## src/hdl/hbfe_pkg.sv

```systemverilog
// shared types and constants for the harmonic bond force and energy block
`default_nettype none

package hbfe_pkg;

    localparam int WORD_BITS = 32;
    localparam int FRAC_BITS = 16;
    localparam int RAND_BITS = 16;
    localparam int EPS_BITS  = 16;
    localparam int ADDR_BITS = 4;

    // register indexes, byte address is 4 * index
    typedef enum logic [1:0] {
        REG_SPRING  = 2'd0,
        REG_REST    = 2'd1,
        REG_CUTOFF  = 2'd2,
        REG_EPSILON = 2'd3
    } reg_index_t;

    typedef struct packed {
        logic [WORD_BITS-1:0] spring;
        logic [WORD_BITS-1:0] rest;
        logic [WORD_BITS-1:0] cutoff;
        logic [EPS_BITS-1:0]  epsilon;
    } cfg_t;

endpackage

`default_nettype wire

```

## src/hdl/hbfe_regs.sv

```systemverilog
// configuration registers behind the apb port
`default_nettype none

module hbfe_regs
    import hbfe_pkg::*;
(
    input  wire logic                 clk,
    input  wire logic                 rst_n,
    input  wire logic                 psel,
    input  wire logic                 penable,
    input  wire logic                 pwrite,
    input  wire logic [ADDR_BITS-1:0] paddr,
    input  wire logic [31:0]          pwdata,
    output logic      [31:0]          prdata,
    output cfg_t                      cfg
);

    cfg_t       cfg_reg;
    reg_index_t idx;
    logic       wr_en;

    assign idx   = reg_index_t'(paddr[3:2]);
    assign wr_en = psel & penable & pwrite;
    assign cfg   = cfg_reg;

    // register write
    always_ff @(posedge clk or negedge rst_n)
    begin
        if (!rst_n)
        begin
            cfg_reg.spring  <= 32'h0001_0000;
            cfg_reg.rest    <= 32'h0001_0000;
            cfg_reg.cutoff  <= '0;
            cfg_reg.epsilon <= '0;
        end
        else if (wr_en)
        begin
            unique case (idx)
                REG_SPRING:  cfg_reg.spring  <= pwdata;
                REG_REST:    cfg_reg.rest    <= pwdata;
                REG_CUTOFF:  cfg_reg.cutoff  <= pwdata;
                REG_EPSILON: cfg_reg.epsilon <= pwdata[EPS_BITS-1:0];
                default:     cfg_reg.spring  <= cfg_reg.spring;
            endcase
        end
    end

    // register read
    always_comb
    begin
        unique case (idx)
            REG_SPRING:  prdata = cfg_reg.spring;
            REG_REST:    prdata = cfg_reg.rest;
            REG_CUTOFF:  prdata = cfg_reg.cutoff;
            REG_EPSILON: prdata = {16'b0, cfg_reg.epsilon};
            default:     prdata = '0;
        endcase
    end

endmodule

`default_nettype wire

```

## config.mk

```make
export PLATFORM = sky130hd
export DESIGN_NAME = hbfe_regs
export DESIGN_NICKNAME = d
export VERILOG_FILES = /design/src/hdl/hbfe_pkg.sv /design/src/hdl/hbfe_regs.sv
export SDC_FILE = /design/constraint.sdc
export NUM_CORES = 1
export LEC_CHECK = 0
export BUFFER_PORTS_ARGS = -buffer_cell sky130_fd_sc_hd__buf_2
export CORE_MARGIN = 1.5
export CORE_UTILIZATION = 51
export CTS_CLUSTER_DIAMETER = 60
export DETAILED_ROUTE_END_ITERATION = 10
export GPL_ROUTABILITY_DRIVEN = 0
export PLACE_DENSITY = 0.82
export SYNTH_ARGS = -nofsm -noshare
export SYNTH_HDL_FRONTEND = slang
export SYNTH_SLANG_ARGS = --single-unit
```

## constraint.sdc

```tcl
create_clock -name clk -period 1.99 [get_ports clk]
set_input_delay 0.199 -clock clk [delete_from_list [all_inputs] [get_ports clk]]
set_output_delay 0.199 -clock clk [all_outputs]
set_load 0.01 [all_outputs]
```

==> impl_results.rst <==
.. list-table::
   :header-rows: 1

   * - Metric
     - Value
   * - Outcome
     - complete, no violations
   * - Synthesized instance count
     - 318
   * - Worst Hold Class
     - input pin to flop
   * - Setup repair after global routing missed its margin
     - false
   * - Number of buffers created by CTS
     - 9
   * - CTS clk-pin slew, worst paths
     - 0.10 ns
   * - Highest net fanout along the worst path
     - 13
   * - Type of destination of the critical path
     - output pin
   * - Chip width
     - 102.2 um
   * - Drt pass-1 iters
     - 4
   * - Cell Pwr Density
     - 1047 mW/mm2
   * - Total inserted antenna cells
     - 0
   * - Final-layout worst hold slack
     - 0.07023 ns
   * - Critical Path AT
     - 1.45 ns
   * - Hold violation count in the final report
     - 0
   * - Total DRC errors in the routed layout
     - 0
   * - Starting density of the core
     - 52.09%
   * - Skew final
     - 0 ns
   * - Max-slew violation total from the final report
     - 0
   * - Share of total power in combinational logic
     - 31.7%
   * - Area enclosed by the die boundary
     - 0.01045 mm2
   * - Syn Area/Cell
     - 15.79 um2
   * - Cell row count
     - 36
   * - Final Worst Setup Slack
     - 0.3409 ns
   * - Post-synth top flop
     - sky130_fd_sc_hd__dfrtp_1
   * - Number of buffers on the longest clock path
     - 2
   * - Register cell area after layout
     - 0.002805 mm2
   * - Final Routed Wirelength
     - 12010 um
   * - Number of register bits inferred by synthesis
     - 112
   * - GRT Residual Overflow
     - 0
   * - Area Overhead vs Synth
     - 25.42%
   * - Area occupied by multi-input gates
     - 0.002093 mm2
   * - Clock root buffer master
     - sky130_fd_sc_hd__clkbuf_8
   * - Number of instances in the placed design
     - 624
   * - Post-synth cell types
     - 22
   * - Number of clock sinks
     - 112
   * - Max FFs per register
     - 112
   * - Reg-to-reg setup timing slack
     - 1.18 ns
   * - Static leakage
     - 3.208 nW
   * - Worst vdd ir
     - 0.5390 mV
   * - Net count after synthesis
     - 359
   * - Async S/R FF share, synth
     - 100.0%
   * - Part of the cycle the worst path needs
     - 82.87%
   * - Wire length of the first global-routing pass
     - 18520 um
   * - Non-filler instance count after layout
     - 641
   * - Slew at the pin closest to its max-slew limit
     - 0.8393 ns
   * - Count of boundary I/O pins
     - 185
   * - Accumulated negative setup slack
     - 0 ns
   * - Number of setup buffers added after CTS
     - 0
   * - Worst setup path category
     - input pin to output pin
   * - Floorplan Core Area
     - 0.009639 mm2
   * - Initial antenna violation count
     - 0
   * - Height of the die
     - 102.2 um
   * - Post-Syn Area
     - 0.005021 mm2
   * - Final period demand of the worst path
     - 1.649 ns
   * - Share of cells above drive strength 1
     - 67.52%
   * - Port buffer count
     - 182
   * - Part of the total power dissipated in the clock network
     - 19.2%
   * - Vias in the first global route
     - 3490
   * - Required @ worst endpoint
     - 1.79 ns
   * - Htree depth
     - 3
   * - Pin count of the biggest net entering global routing
     - 113
   * - Post-DRT Antenna Nets
     - 0
   * - Fmax
     - 606.4 MHz
   * - Number of warnings reported in the yosys synthesis log
     - 0
   * - Reported max-cap violation count
     - 0
   * - Via count
     - 3429
   * - Clock insertion delay at the later pin of the skew report
     - 0.36 ns
   * - Most frequent cell after synthesis
     - sky130_fd_sc_hd__dfrtp_1
   * - Starting DRC count in detailed routing
     - 81
   * - Synth top area cells
     - sky130_fd_sc_hd__dfrtp_1, sky130_fd_sc_hd__mux2_2, sky130_fd_sc_hd__mux2_4, sky130_fd_sc_hd__mux4_2, sky130_fd_sc_hd__mux2i_1
   * - Average vias per placed instance
     - 5.349
   * - Psw
     - 2.118 mW
   * - Largest area contributor in the netlist
     - sky130_fd_sc_hd__dfrtp_1
   * - Switching portion of total power
     - 32.12%
   * - Number of inserted filler cells in the final layout
     - 737
   * - Portion of the post-synthesis area used by sequential elements
     - 55.87%
   * - Top post-synthesis cells by count
     - sky130_fd_sc_hd__dfrtp_1, sky130_fd_sc_hd__mux2_2, sky130_fd_sc_hd__mux2_4
   * - Overall Global Routing Usage
     - 23.59%
   * - Internal cell power
     - 4.477 mW
   * - Post-placement setup slack
     - 0.2867 ns
   * - Worst slew slack as a fraction of its limit
     - 44.04%
   * - Clock tree from TritonCTS
     - done
   * - DP Wirelength
     - 8336 um
   * - Count of flip-flops with a built-in enable after synthesis
     - 0
   * - Proportion of netlist area held by the largest area contributor
     - 54.82%
   * - Final net count
     - 544
   * - Sequential Power Share
     - 49.2%
   * - Nature of the critical path startpoint
     - input pin
   * - Detail-routed net length per standard cell
     - 18.74 um
   * - Setup-failing EPs final
     - 0
-- stage by stage --
stage               power [mW]  utilization (%)  area (um2)
floorplan                4.372                -        5021
global placement         5.296            63.33        6105
detailed placement       5.393            63.33        6105
CTS                      6.659            65.33        6297
global route             6.974            65.33        6297
finish                   6.595            65.33        6297
-- final timing paths --
check | start | endpoint | cells past startpoint
max in group asynchronous | rst_n | cfg[26] | 3
min reg2reg | cfg[106] | cfg[106] | 1
min in group asynchronous | rst_n | cfg[105] | 3
max | paddr[2] | prdata[27] | 6
min | pwdata[27] | cfg[107] | 2
max reg2reg | cfg[111] | cfg[111] | 1
-- layout by cell type, fill, tap and decap left out, types with 2 or more instances in the layout --
cell / count
sky130_fd_sc_hd__buf_12: 2
sky130_fd_sc_hd__buf_2: 181
sky130_fd_sc_hd__buf_4: 12
sky130_fd_sc_hd__clkbuf_8: 11
sky130_fd_sc_hd__clkinv_2: 3
sky130_fd_sc_hd__dfrtp_1: 110
sky130_fd_sc_hd__dfstp_2: 2
sky130_fd_sc_hd__mux2_1: 2
sky130_fd_sc_hd__mux2_2: 80
sky130_fd_sc_hd__mux2_4: 30
sky130_fd_sc_hd__mux2i_1: 16
sky130_fd_sc_hd__mux4_2: 16
sky130_fd_sc_hd__nand2_1: 16
sky130_fd_sc_hd__o21ai_0: 15
-- power groups by stage --
stage	clock network, mW	logic (mW)	registers (mW)
2_1_floorplan	0	0.921	3.45
3_3_place_gp	0	2.06	3.24
3_5_place_dp	0	2.11	3.28
4_1_cts	1.30	2.12	3.24
5_1_grt	1.39	2.26	3.32
6_report	1.26	2.09	3.24
-- critical path, stage by stage --
cell                      delay (ns)
sky130_fd_sc_hd__buf_2          0.20
sky130_fd_sc_hd__buf_4          0.32
sky130_fd_sc_hd__buf_4          0.27
sky130_fd_sc_hd__mux2i_1        0.20
sky130_fd_sc_hd__o21ai_0        0.10
sky130_fd_sc_hd__buf_2          0.15
-- logic make-up after synthesis --
family | Yosys count | synth area share (%)
muxes | 144 | 37.73
DFF | 112 | 55.87
buffers and inverters | 23 | 2.741
and+or+nand+nor | 23 | 2.068
AOI/OAI and AO/OA | 16 | 1.595
-- routing by layer --
metal  up-vias  wire length (um)  track usage, %  part of all wire [%]
met5         -                 0               0                     0
met4         0               144           7.271                   1.2
met3        11               757           6.293                   6.3
met2       137              5770           37.65                    48
met1      1760              5339           31.88                    44
li1       1521                 -               -                     -
-- cell type report --
class	instances	share of cell area, %
inverters	1	0.05961
clock buffers	11	2.404
flip-flops and latches	112	44.55
well taps	133	2.643
multi-input cells	183	33.24
clock inverters	5	0.4967
repair buffers	196	16.61
-- timing repair --
action / 4_1_cts / 5_1_grt
hold endpoints to repair: 110 / 0
resized for setup: 0 / 0
hold buffers: 1 / 0
setup endpoints to repair: 0 / 0
(Power assumes the default switching activity.)
